### src/hdl/jsu_pkg.sv
// ----------------------------------------------------------------------------
// JSON string unescape package
// Shared types, character codes and helper functions for the string body
// decoder.
// ----------------------------------------------------------------------------
`default_nettype none

package jsu_pkg;

    typedef enum logic [3:0] {
        MODE_NORMAL  = 4'd0,
        MODE_ESCAPE  = 4'd1,
        MODE_HEX_A   = 4'd2,
        MODE_HIGH    = 4'd3,
        MODE_HIGH_BS = 4'd4,
        MODE_HEX_B   = 4'd5
    } mode_t;

    typedef enum logic [1:0] {
        ST_DATA  = 2'd0,
        ST_CLOSE = 2'd1,
        ST_ERROR = 2'd2
    } status_t;

    typedef struct packed {
        logic [7:0] data;
        status_t    status;
    } result_t;

    // Up to four UTF-8 bytes and their count.
    typedef struct packed {
        logic [3:0][7:0] bytes;
        logic [2:0]      len;
    } utf8_t;

    typedef struct packed {
        logic       ok;
        logic [3:0] val;
    } hex_t;

    localparam int unsigned MAX_RESULTS = 4;
    localparam int unsigned CP_W        = 21;

    localparam logic [7:0] CH_QUOTE     = 8'h22;
    localparam logic [7:0] CH_BACKSLASH = 8'h5C;
    localparam logic [7:0] CH_SLASH     = 8'h2F;
    localparam logic [7:0] CH_B         = 8'h62;
    localparam logic [7:0] CH_F         = 8'h66;
    localparam logic [7:0] CH_N         = 8'h6E;
    localparam logic [7:0] CH_R         = 8'h72;
    localparam logic [7:0] CH_T         = 8'h74;
    localparam logic [7:0] CH_U         = 8'h75;

    localparam logic [7:0] CTL_BS = 8'h08;
    localparam logic [7:0] CTL_FF = 8'h0C;
    localparam logic [7:0] CTL_LF = 8'h0A;
    localparam logic [7:0] CTL_CR = 8'h0D;
    localparam logic [7:0] CTL_HT = 8'h09;

    localparam logic [15:0] HIGH_FIRST = 16'hD800;
    localparam logic [15:0] HIGH_LAST  = 16'hDBFF;
    // 0x10000 - 0xDC00, the fixed part of the surrogate pair sum.
    localparam logic [CP_W-1:0] PAIR_BIAS = 21'h02400;

    function automatic hex_t hex_decode(input logic [7:0] c);
        hex_t h;
        h.ok  = 1'b1;
        h.val = 4'd0;
        if (c >= 8'h30 && c <= 8'h39) begin
            h.val = c[3:0];
        end else if ((c >= 8'h61 && c <= 8'h66) || (c >= 8'h41 && c <= 8'h46)) begin
            h.val = c[3:0] + 4'd9;
        end else begin
            h.ok = 1'b0;
        end
        return h;
    endfunction

    function automatic utf8_t utf8_encode(input logic [CP_W-1:0] cp);
        utf8_t u;
        u.bytes = '0;
        if (cp <= 21'h7F) begin
            u.len      = 3'd1;
            u.bytes[0] = cp[7:0];
        end else if (cp <= 21'h7FF) begin
            u.len      = 3'd2;
            u.bytes[0] = {3'b110, cp[10:6]};
            u.bytes[1] = {2'b10, cp[5:0]};
        end else if (cp <= 21'hFFFF) begin
            u.len      = 3'd3;
            u.bytes[0] = {4'b1110, cp[15:12]};
            u.bytes[1] = {2'b10, cp[11:6]};
            u.bytes[2] = {2'b10, cp[5:0]};
        end else begin
            u.len      = 3'd4;
            u.bytes[0] = {5'b11110, cp[20:18]};
            u.bytes[1] = {2'b10, cp[17:12]};
            u.bytes[2] = {2'b10, cp[11:6]};
            u.bytes[3] = {2'b10, cp[5:0]};
        end
        return u;
    endfunction

endpackage

`default_nettype wire

### src/hdl/jsu_in_if.sv
// ----------------------------------------------------------------------------
// Source byte channel
// Valid/ready channel carrying one source byte of a JSON string body.
// ----------------------------------------------------------------------------
`default_nettype none

interface jsu_in_if;
    logic       valid;
    logic       ready;
    logic [7:0] in_byte;
    logic       source_ended;

    modport source (output valid, output in_byte, output source_ended, input ready);
    modport sink   (input valid, input in_byte, input source_ended, output ready);
endinterface

`default_nettype wire

### src/hdl/jsu_out_if.sv
// ----------------------------------------------------------------------------
// Decoded byte channel
// Valid/ready channel carrying one decoded UTF-8 byte or an end marker.
// ----------------------------------------------------------------------------
`default_nettype none

interface jsu_out_if;
    logic       valid;
    logic       ready;
    logic [7:0] out_byte;
    logic [1:0] status;
    logic       last_of_run;

    modport source (output valid, output out_byte, output status, output last_of_run,
                    input ready);
    modport sink   (input valid, input out_byte, input status, input last_of_run,
                    output ready);
endinterface

`default_nettype wire

### src/hdl/json_string_unescape_utf8.sv
// ----------------------------------------------------------------------------
// JSON string unescape to UTF-8
// Decodes a JSON string body byte by byte, resolving escapes and \u units
// (with surrogate pairs) into UTF-8, and marks the close or an error.
// ----------------------------------------------------------------------------
//  Port     Dir  Payload                            Transfer
//  in_chan  in   in_byte[7:0], source_ended         valid & ready
//  out_chan out  out_byte[7:0], status[1:0], last   valid & ready
//
//  A source byte is decoded in the cycle it is taken and its up to four
//  results land in a four-entry result buffer, sent one per cycle while
//  the output is ready. A byte that gives no result leaves the input ready;
//  one that gives results holds the input until all but the last are sent.
//  The input is taken again in the cycle the last buffered result is sent.
//  Reset returns the decoder to plain character mode with an empty buffer.
// ----------------------------------------------------------------------------
`default_nettype none

module json_string_unescape_utf8 (
    input  wire        clk,
    input  wire        rst_n,
    jsu_in_if.sink     in_chan,
    jsu_out_if.source  out_chan
);

    jsu_pkg::mode_t   mode_reg, mode_next;
    logic [15:0]      acc_reg, acc_next;
    logic [2:0]       cnt_reg, cnt_next;
    logic [15:0]      pend_reg, pend_next;

    jsu_pkg::result_t buf_reg [jsu_pkg::MAX_RESULTS];
    jsu_pkg::result_t buf_next [jsu_pkg::MAX_RESULTS];
    logic [2:0]       buf_cnt_reg, buf_cnt_next;
    logic [1:0]       rd_reg, rd_next;
    logic [2:0]       res_n;

    logic             in_fire;
    logic             out_fire;
    logic             out_last;

    assign out_last      = ({1'b0, rd_reg} == (buf_cnt_reg - 3'd1));
    assign out_chan.valid = (buf_cnt_reg != 3'd0);
    assign out_fire      = out_chan.valid && out_chan.ready;
    assign in_chan.ready = (buf_cnt_reg == 3'd0) || (out_chan.ready && out_last);
    assign in_fire       = in_chan.valid && in_chan.ready;

    assign out_chan.out_byte    = buf_reg[rd_reg].data;
    assign out_chan.status      = buf_reg[rd_reg].status;
    assign out_chan.last_of_run = out_last;

    // Decode of one source byte against the current mode.
    always_comb
    begin
        logic [7:0]       c;
        jsu_pkg::hex_t    hx;
        logic [15:0]      acc_new;
        logic [2:0]       cnt_new;
        logic [jsu_pkg::CP_W-1:0] pair_cp;
        jsu_pkg::utf8_t   pre;
        logic [2:0]       pre_n;
        jsu_pkg::utf8_t   enc;
        jsu_pkg::result_t main_r [jsu_pkg::MAX_RESULTS];
        logic [2:0]       main_n;
        logic             do_norm;
        logic             do_esc;
        logic             failed;
        logic             clear;
        logic [7:0]       esc_val;
        logic [2:0]       j;

        c        = in_chan.in_byte;
        hx       = jsu_pkg::hex_decode(c);
        acc_new  = {acc_reg[11:0], hx.val};
        cnt_new  = cnt_reg + 3'd1;
        pair_cp  = {1'b0, pend_reg[9:0], 10'd0} + jsu_pkg::PAIR_BIAS
                   + {5'd0, acc_new};
        pre      = jsu_pkg::utf8_encode({5'd0, pend_reg});
        pre_n    = 3'd0;
        enc      = jsu_pkg::utf8_encode({5'd0, acc_new});
        main_n   = 3'd0;
        do_norm  = 1'b0;
        do_esc   = 1'b0;
        failed   = 1'b0;
        clear    = 1'b0;
        esc_val  = 8'd0;
        j        = 3'd0;
        for (int i = 0; i < jsu_pkg::MAX_RESULTS; i++)
        begin
            main_r[i]  = '{8'd0, jsu_pkg::ST_DATA};
            buf_next[i] = '{8'd0, jsu_pkg::ST_DATA};
        end

        mode_next = mode_reg;
        acc_next  = acc_reg;
        cnt_next  = cnt_reg;
        pend_next = pend_reg;

        case (mode_reg)
            jsu_pkg::MODE_ESCAPE:
            begin
                do_esc = 1'b1;
            end
            jsu_pkg::MODE_HEX_A:
            begin
                if (!hx.ok)
                begin
                    failed = 1'b1;
                end
                else if (cnt_new >= 3'd4)
                begin
                    acc_next = 16'd0;
                    cnt_next = 3'd0;
                    if (acc_new >= jsu_pkg::HIGH_FIRST && acc_new <= jsu_pkg::HIGH_LAST)
                    begin
                        pend_next = acc_new;
                        mode_next = jsu_pkg::MODE_HIGH;
                    end
                    else
                    begin
                        for (int i = 0; i < jsu_pkg::MAX_RESULTS; i++)
                        begin
                            main_r[i] = '{enc.bytes[i], jsu_pkg::ST_DATA};
                        end
                        main_n    = enc.len;
                        mode_next = jsu_pkg::MODE_NORMAL;
                    end
                end
                else
                begin
                    acc_next = acc_new;
                    cnt_next = cnt_new;
                end
            end
            jsu_pkg::MODE_HIGH:
            begin
                if (c == jsu_pkg::CH_BACKSLASH)
                begin
                    mode_next = jsu_pkg::MODE_HIGH_BS;
                end
                else
                begin
                    pre_n     = pre.len;
                    pend_next = 16'd0;
                    do_norm   = 1'b1;
                end
            end
            jsu_pkg::MODE_HIGH_BS:
            begin
                if (c == jsu_pkg::CH_U)
                begin
                    mode_next = jsu_pkg::MODE_HEX_B;
                    acc_next  = 16'd0;
                    cnt_next  = 3'd0;
                end
                else
                begin
                    pre_n     = pre.len;
                    pend_next = 16'd0;
                    do_esc    = 1'b1;
                end
            end
            jsu_pkg::MODE_HEX_B:
            begin
                if (!hx.ok)
                begin
                    failed = 1'b1;
                end
                else if (cnt_new >= 3'd4)
                begin
                    enc = jsu_pkg::utf8_encode(pair_cp);
                    for (int i = 0; i < jsu_pkg::MAX_RESULTS; i++)
                    begin
                        main_r[i] = '{enc.bytes[i], jsu_pkg::ST_DATA};
                    end
                    main_n = enc.len;
                    clear  = 1'b1;
                end
                else
                begin
                    acc_next = acc_new;
                    cnt_next = cnt_new;
                end
            end
            default:
            begin
                do_norm = 1'b1;
            end
        endcase

        if (do_norm)
        begin
            mode_next = jsu_pkg::MODE_NORMAL;
            if (c == jsu_pkg::CH_QUOTE)
            begin
                main_r[0] = '{8'd0, jsu_pkg::ST_CLOSE};
                main_n    = 3'd1;
                clear     = 1'b1;
            end
            else if (c == jsu_pkg::CH_BACKSLASH)
            begin
                mode_next = jsu_pkg::MODE_ESCAPE;
            end
            else
            begin
                main_r[0] = '{c, jsu_pkg::ST_DATA};
                main_n    = 3'd1;
            end
        end

        if (do_esc)
        begin
            case (c)
                jsu_pkg::CH_QUOTE:     esc_val = jsu_pkg::CH_QUOTE;
                jsu_pkg::CH_BACKSLASH: esc_val = jsu_pkg::CH_BACKSLASH;
                jsu_pkg::CH_SLASH:     esc_val = jsu_pkg::CH_SLASH;
                jsu_pkg::CH_B:         esc_val = jsu_pkg::CTL_BS;
                jsu_pkg::CH_F:         esc_val = jsu_pkg::CTL_FF;
                jsu_pkg::CH_N:         esc_val = jsu_pkg::CTL_LF;
                jsu_pkg::CH_R:         esc_val = jsu_pkg::CTL_CR;
                jsu_pkg::CH_T:         esc_val = jsu_pkg::CTL_HT;
                default:               esc_val = 8'd0;
            endcase
            if (c == jsu_pkg::CH_U)
            begin
                mode_next = jsu_pkg::MODE_HEX_A;
                acc_next  = 16'd0;
                cnt_next  = 3'd0;
            end
            else if (esc_val == 8'd0)
            begin
                failed = 1'b1;
            end
            else
            begin
                main_r[0] = '{esc_val, jsu_pkg::ST_DATA};
                main_n    = 3'd1;
                mode_next = jsu_pkg::MODE_NORMAL;
            end
        end

        // A waiting surrogate comes first, then the bytes of this step.
        for (int i = 0; i < jsu_pkg::MAX_RESULTS; i++)
        begin
            if (3'(i) < pre_n)
            begin
                buf_next[i] = '{pre.bytes[i], jsu_pkg::ST_DATA};
            end
            else
            begin
                j = 3'(i) - pre_n;
                if (j < main_n)
                begin
                    buf_next[i] = main_r[j[1:0]];
                end
            end
        end
        res_n = pre_n + main_n;

        // An ended source or a failed step voids everything else.
        if (in_chan.source_ended || failed)
        begin
            buf_next[0] = '{8'd0, jsu_pkg::ST_ERROR};
            res_n       = 3'd1;
            clear       = 1'b1;
        end

        if (clear)
        begin
            mode_next = jsu_pkg::MODE_NORMAL;
            acc_next  = 16'd0;
            cnt_next  = 3'd0;
            pend_next = 16'd0;
        end
    end

    // Result buffer pointers.
    always_comb
    begin
        buf_cnt_next = buf_cnt_reg;
        rd_next      = rd_reg;
        if (out_fire)
        begin
            if (out_last)
            begin
                buf_cnt_next = 3'd0;
                rd_next      = 2'd0;
            end
            else
            begin
                rd_next = rd_reg + 2'd1;
            end
        end
        if (in_fire && res_n != 3'd0)
        begin
            buf_cnt_next = res_n;
            rd_next      = 2'd0;
        end
    end

    always_ff @(posedge clk or negedge rst_n)
    begin
        if (!rst_n)
        begin
            mode_reg    <= jsu_pkg::MODE_NORMAL;
            acc_reg     <= 16'd0;
            cnt_reg     <= 3'd0;
            pend_reg    <= 16'd0;
            buf_cnt_reg <= 3'd0;
            rd_reg      <= 2'd0;
        end
        else
        begin
            if (in_fire)
            begin
                mode_reg <= mode_next;
                acc_reg  <= acc_next;
                cnt_reg  <= cnt_next;
                pend_reg <= pend_next;
            end
            buf_cnt_reg <= buf_cnt_next;
            rd_reg      <= rd_next;
        end
    end

    always_ff @(posedge clk)
    begin
        if (in_fire && res_n != 3'd0)
        begin
            for (int i = 0; i < jsu_pkg::MAX_RESULTS; i++)
            begin
                buf_reg[i] <= buf_next[i];
            end
        end
    end

endmodule

`default_nettype wire

### src/flat_wrapper.sv
// flat-port wrapper written by rule: the top's interface ports become plain ports
module json_string_unescape_utf8_flat 
  (clk, rst_n, in_chan_valid, in_chan_in_byte, in_chan_source_ended, in_chan_ready, out_chan_valid, out_chan_out_byte, out_chan_status, out_chan_last_of_run, out_chan_ready);
  jsu_in_if in_chan_i ();
  jsu_out_if out_chan_i ();
  input  wire clk;
  input  wire rst_n;
  input wire logic [$bits(in_chan_i.valid)-1:0] in_chan_valid;
  input wire logic [$bits(in_chan_i.in_byte)-1:0] in_chan_in_byte;
  input wire logic [$bits(in_chan_i.source_ended)-1:0] in_chan_source_ended;
  output wire logic [$bits(in_chan_i.ready)-1:0] in_chan_ready;
  output wire logic [$bits(out_chan_i.valid)-1:0] out_chan_valid;
  output wire logic [$bits(out_chan_i.out_byte)-1:0] out_chan_out_byte;
  output wire logic [$bits(out_chan_i.status)-1:0] out_chan_status;
  output wire logic [$bits(out_chan_i.last_of_run)-1:0] out_chan_last_of_run;
  input wire logic [$bits(out_chan_i.ready)-1:0] out_chan_ready;
  assign in_chan_i.valid = in_chan_valid;
  assign in_chan_i.in_byte = in_chan_in_byte;
  assign in_chan_i.source_ended = in_chan_source_ended;
  assign in_chan_ready = in_chan_i.ready;
  assign out_chan_valid = out_chan_i.valid;
  assign out_chan_out_byte = out_chan_i.out_byte;
  assign out_chan_status = out_chan_i.status;
  assign out_chan_last_of_run = out_chan_i.last_of_run;
  assign out_chan_i.ready = out_chan_ready;
  json_string_unescape_utf8 u_core (.clk(clk), .rst_n(rst_n), .in_chan(in_chan_i), .out_chan(out_chan_i));
endmodule
### config.mk
export PLATFORM = sky130hd
export DESIGN_NAME = json_string_unescape_utf8_flat
export DESIGN_NICKNAME = d
export VERILOG_FILES = /design/src/hdl/jsu_pkg.sv /design/src/hdl/jsu_in_if.sv /design/src/hdl/jsu_out_if.sv /design/src/hdl/json_string_unescape_utf8.sv /design/src/flat_wrapper.sv
export SDC_FILE = /design/constraint.sdc
export NUM_CORES = 1
export LEC_CHECK = 0
export ABC_AREA = 1
export ABC_CLOCK_PERIOD_IN_PS = 6250
export BUFFER_PORTS_ARGS = -buffer_cell sky130_fd_sc_hd__buf_4
export CORE_AREA = 8 8 111 113
export DETAILED_ROUTE_END_ITERATION = 10
export DIE_AREA = 0 0 119 121
export GPL_TIMING_DRIVEN = 0
export PLACE_DENSITY = 0.81
export SYNTH_ARGS = -nofsm -noshare
export SYNTH_HDL_FRONTEND = slang
export SYNTH_SLANG_ARGS = --single-unit
export TNS_END_PERCENT = 5
### constraint.sdc
create_clock -name clk -period 6.25 [get_ports clk]
set_clock_uncertainty 0.05 [all_clocks]
set_input_delay 0.9375 -clock clk [delete_from_list [all_inputs] [get_ports clk]]
set_output_delay 0.9375 -clock clk [all_outputs]
set_load 0.1 [all_outputs]
---- After elaboration in Yosys (flattened, before gate mapping) ----
Memory sizes are Yosys's and may differ from the RTL's.
Index checks and enable logic that the tools add are counted.
Widths: inputs -> output; s select.
word-level totals
  bits in registers ....................... 44
  memory bits (writable) .................. 40
  bits of input ports ..................... 13
  output and inout port bits .............. 13
  logic and storage cells ................. 227
  memories ................................ 1
cells by class
  add/subtract/negate cells ............... 11
  $lt $le $gt $ge ......................... 28
  equality and inequality tests ........... 20
  mux-type cells .......................... 135
  bitwise gates (word level) .............. 4
  reductions and logical operators ........ 22
memory list
  name            words  bits a word  read ports  clocked after Yosys merged registers in  write ports  RTL line                         source
  u_core.buf_reg  4      10           1           0                                        4            json_string_unescape_utf8.sv:31  jsu_pkg::result_t buf_reg [jsu_pkg::MAX_RESULTS];
operators by type and width
  operator                count
  $mux 16                 17
  $mux 10                 23
  $mux 40                 5
  $mux 19                 6
  $pmux 16 s3             2
  $bmux 10 s2             4
  $pmux 40 s2             1
  $mux 3                  25
  $eq 8x7->1 const B      7
  $pmux 7 s8              1
  $mux 4                  12
  $mux 17                 2
  $mux 11                 3
  $le 16x11->1 const B    2
  $le 16x7->1 const B     2
  $mux 8                  4
  $mux 25                 1
  $mux 24                 1
  $add 20x14->21 const B  1
  $add 21x16->21          1
  $le 21x11->1 const B    1
  $le 21x16->1 const B    1
  $le 21x7->1 const B     1
  $mux 1                  18
  other kinds (41)        79

---- Longest topological paths before layout ----
  depth after elaboration ................. 29
  gate-level depth with buffers ........... 28
  depth with buffers taken out ............ 28

---- Worst setup path before layout ----
Ideal clock, no wire load.
  kind .................................... register -> register
  from .................................... reg u_core.acc_reg[7]
  to ...................................... mem u_core.buf_reg[0][0] (netlist bit) (enable)
  setup time .............................. 0.392 ns
  data arrival time ....................... 4.205 ns
  data required time ...................... 5.808 ns
  path slack .............................. 1.604 ns
  cell stages (with the launch flop) ...... 22
  buffers on the path ..................... 0
  period minus slack after synthesis ...... 4.646 ns
  cell sequence ........................... dfrtp_1 ha_1 ha_1 fa_1 nand3_1 nand3_1 nand2_1 nand3_1 nand2_1 nand2_1 nor2_4 nand3_4 clkinv_1 nand2_1 a31oi_1 nand3_1 ha_1 inv_1 fa_1 nand3_2 nand2_4 inv_1
RTL lines
  item                      RTL line                          source
  start: declaration        json_string_unescape_utf8.sv:27   logic [15:0] acc_reg, acc_next;
  start signal: assignment  json_string_unescape_utf8.sv:316  acc_reg <= acc_next;
  end: declaration          json_string_unescape_utf8.sv:31

==> impl_metrics.json <==
{
  "powerDensity_nw_per_um2": 364,
  "synth_edf_count": 37,
  "critPathLaunch": "u_core.acc_reg[6]",
  "die_area_um2": 14400,
  "drive_gt1_frac": 0.103,
  "syn_avg_cell_area_um2": 7.03,
  "diodes": 0,
  "holdCritPathClass": "reg2reg",
  "drc": 0,
  "h-tree-depth": 3,
  "cp_max_fo": 37,
  "synth-main-ff-cell": "dfrtp_1",
  "cts_tree": "built",
  "gr-total-overflow": 0,
  "tns_ps": 0,
  "hold_buffers": 0,
  "fin_area_um2": 7120,
  "relSlewSlack": 0.146,
  "grt_max_degree": 41,
  "cts.sinks": 77,
  "rows": 38,
  "critical-path-max-stage-delay_ps": 930,
  "fillers": 965,
  "ios": 26,
  "dieWidth_um": 119,
  "worst_ep_arrival_time_ps": 5340,
  "die_h_um": 121,
  "drv_slew": 0,
  "synthToLayoutAreaGrowth_pct": 8.38,
  "yosysTopAreaCell": "edfxtp_1",
  "grt_pass1_wl_um": 31500,
  "post_cts_resized": 0,
  "grtUsageTotal": 0.278,
  "vias": 6654,
  "synth-seq-cells": 77,
  "clk_latency_ps": 380,
  "cp_cell_sequence": "inv_1, ha_1, inv_1, ha_1, fa_1, nand3_1, nand3_1, nand2_1, nand3_1, nand2_1, nand2_1, nor2_4, nand3_4, clkinv_1, nand2_1, a31oi_1, nand3_1, ha_1, inv_1, fa_1, nand3_2, nand2_4, inv_1",
  "path_class": "reg2reg",
  "drt_iter0_drc": 657,
  "status": "completed",
  "ys_top_cells_by_area": "edfxtp_1 17%, dfrtp_1 15%, nand2_1 11%, inv_1 8.0%, nand3_1 6.6%",
  "synth_cell_type_count": 53,
  "crit_buf_inv": 5,
  "largest_register_ffs": 37,
  "yosysWarnings": 0,
  "ant_nets": 0,
  "dp_cells": 1099,
  "nets": 1018,
  "dpl.hpwl_um": 15800,
  "synth_nets": 983,
  "p_leak_nw": 3.35,
  "port_buffers": 24,
  "worst_setup_path_end_kind": "flip-flop",
  "cts_buffer_depth": 2,
  "required_ps": 6190,
  "drt-total-wl_um": 19800,
  "clock.fmax_mhz": 185,
  "syn_area_um2": 6570,
  "max_cap_violations": 0,
  "worstSetupStartpointType": "flip-flop",
  "slowest_stage": "inv_1",
  "initial_core_util": 0.620,
  "vdd.ir_drop.worst_mv": 0.412,
  "routedWlPerCell_um": 17.7,
  "grt_pass1_vias": 6122,
  "dr.pass1.iters": 5,
  "cts_root_buf": "clkbuf_8",
  "async_flop_share": 0.519,
  "r2r-start": "u_core.acc_reg[6]",
  "cp_top_family": "adder cells",
  "setup_viol": 0,
  "cts_inserted_buffers": 9,
  "hold_violations": 0,
  "total_power_w": 0.00259,
  "worstMarginPinSlew_ps": 1280,
  "final_cells": 1115,
  "seq_area_frac_synth": 0.321,
  "clk_pin_slew_worst_paths_ps": 90,
  "rsz0062_at_grt": "false",
  "period_needed_ps": 5400,
  "postCtsSetupRepairBufs": 0,
  "viasPerCell": 5.97,
  "hold_start": "u_core.buf_cnt_reg[1]",
  "synth_top_area_frac": 0.169,
  "core-area_um2": 10600,
  "timing.final.crit_share": 0.864,
  "place_area_um2": 6930,
  "gp_congestion": 1.00,
  "syn_inst": 935,
  "antenna_found_initial": 0
}
cell usage after synthesis (17+ instances only):
cell,number
a21oi_1,27
o21ai_0,77
ha_1,33
nand4_1,17
nand2_1,192
o22ai_1,30
nand3_1,87
nor2_1,92
dfrtp_1,40
inv_1,140
a22oi_1,24
edfxtp_1,37
layer usage:
layer  wire, um  share of wire  GRT usage  vias up
met2       8950           0.45      0.440      301
met1       8490           0.43      0.357     3037
met4        719          0.036      0.125        0
met5          0              0          0        -
met3       1610          0.081     0.0605       64
li1           -              -          -     3252
final cells by class:
cell class / count / area, um2 / area share
sequential: 77 / 2110 / 0.297
tap: 140 / 175 / 0.0246
buffer: 27 / 139 / 0.0195
clock buffer: 12 / 166 / 0.0234
timing repair buffer: 24 / 180 / 0.0253
clock inverter: 4 / 28.8 / 0.00404
inverter: 151 / 577 / 0.0810
multi-input combinational: 680 / 3740 / 0.526
stage by stage:
stage / util / hold slack, ps / setup WS (ps)
after floorplan: - / 429 / 1600
after global placement: 0.653 / 457 / 893
after detailed placement: 0.653 / 458 / 882
after CTS: 0.672 / 480 / 859
after global routing: 0.672 / 517 / 433
final: 0.672 / 481 / 848
cell usage in the layout, fill, tap and decap left out, types with 17 or more instances in the layout:
cell,Yosys,routed
edfxtp_1,37,37
buf_4,2,26
o21ai_0,77,77
nand4_1,17,17
nand3_1,87,87
a21oi_1,27,27
a22oi_1,24,24
nand2_1,192,192
inv_1,140,140
nor2_1,92,92
dfrtp_1,40,40
ha_1,33,33
o22ai_1,30,30
where the power goes:
group	internal, W	total (W)	switching [W]
Clock	0.000180	0.000372	0.000192
Sequential	0.000661	0.000720	0.0000593
Combinational	0.000340	0.00150	0.00116
Total	0.00118	0.00259	0.00141
tightest hold or removal path, stage by stage, from the launching register on:
cell and delay, ps:
dfrtp_1 350, o211ai_1 90, nand2_1 60
worst paths after layout:
kind	endpoint	slack (ps)	cells after the start
worst min register to register	u_core.buf_cnt_reg[1]	480	2
min in group asynchronous	u_core.cnt_reg[1]	490	1
worst max register to register	u_core.buf_reg[2][5]	850	23
max in group asynchronous	u_core.rd_reg[0]	5290	1
worst max-delay path	u_core.buf_reg[2][5]	850	23
worst min-delay path	u_core.buf_cnt_reg[1]	480	2
cell families (layout without fill, tap and decap cells):
logic type | after synthesis | after routing | synth area share
flops | 77 | 77 | 0.321
compound gates | 200 | 200 | 0.184
simple gates | 440 | 440 | 0.310
fa+ha+maj | 35 | 35 | 0.0689
buf+inv | 178 | 218 | 0.109
xor+xnor | 5 | 5 | 0.00667
Power figures use the tool's default switching activity.
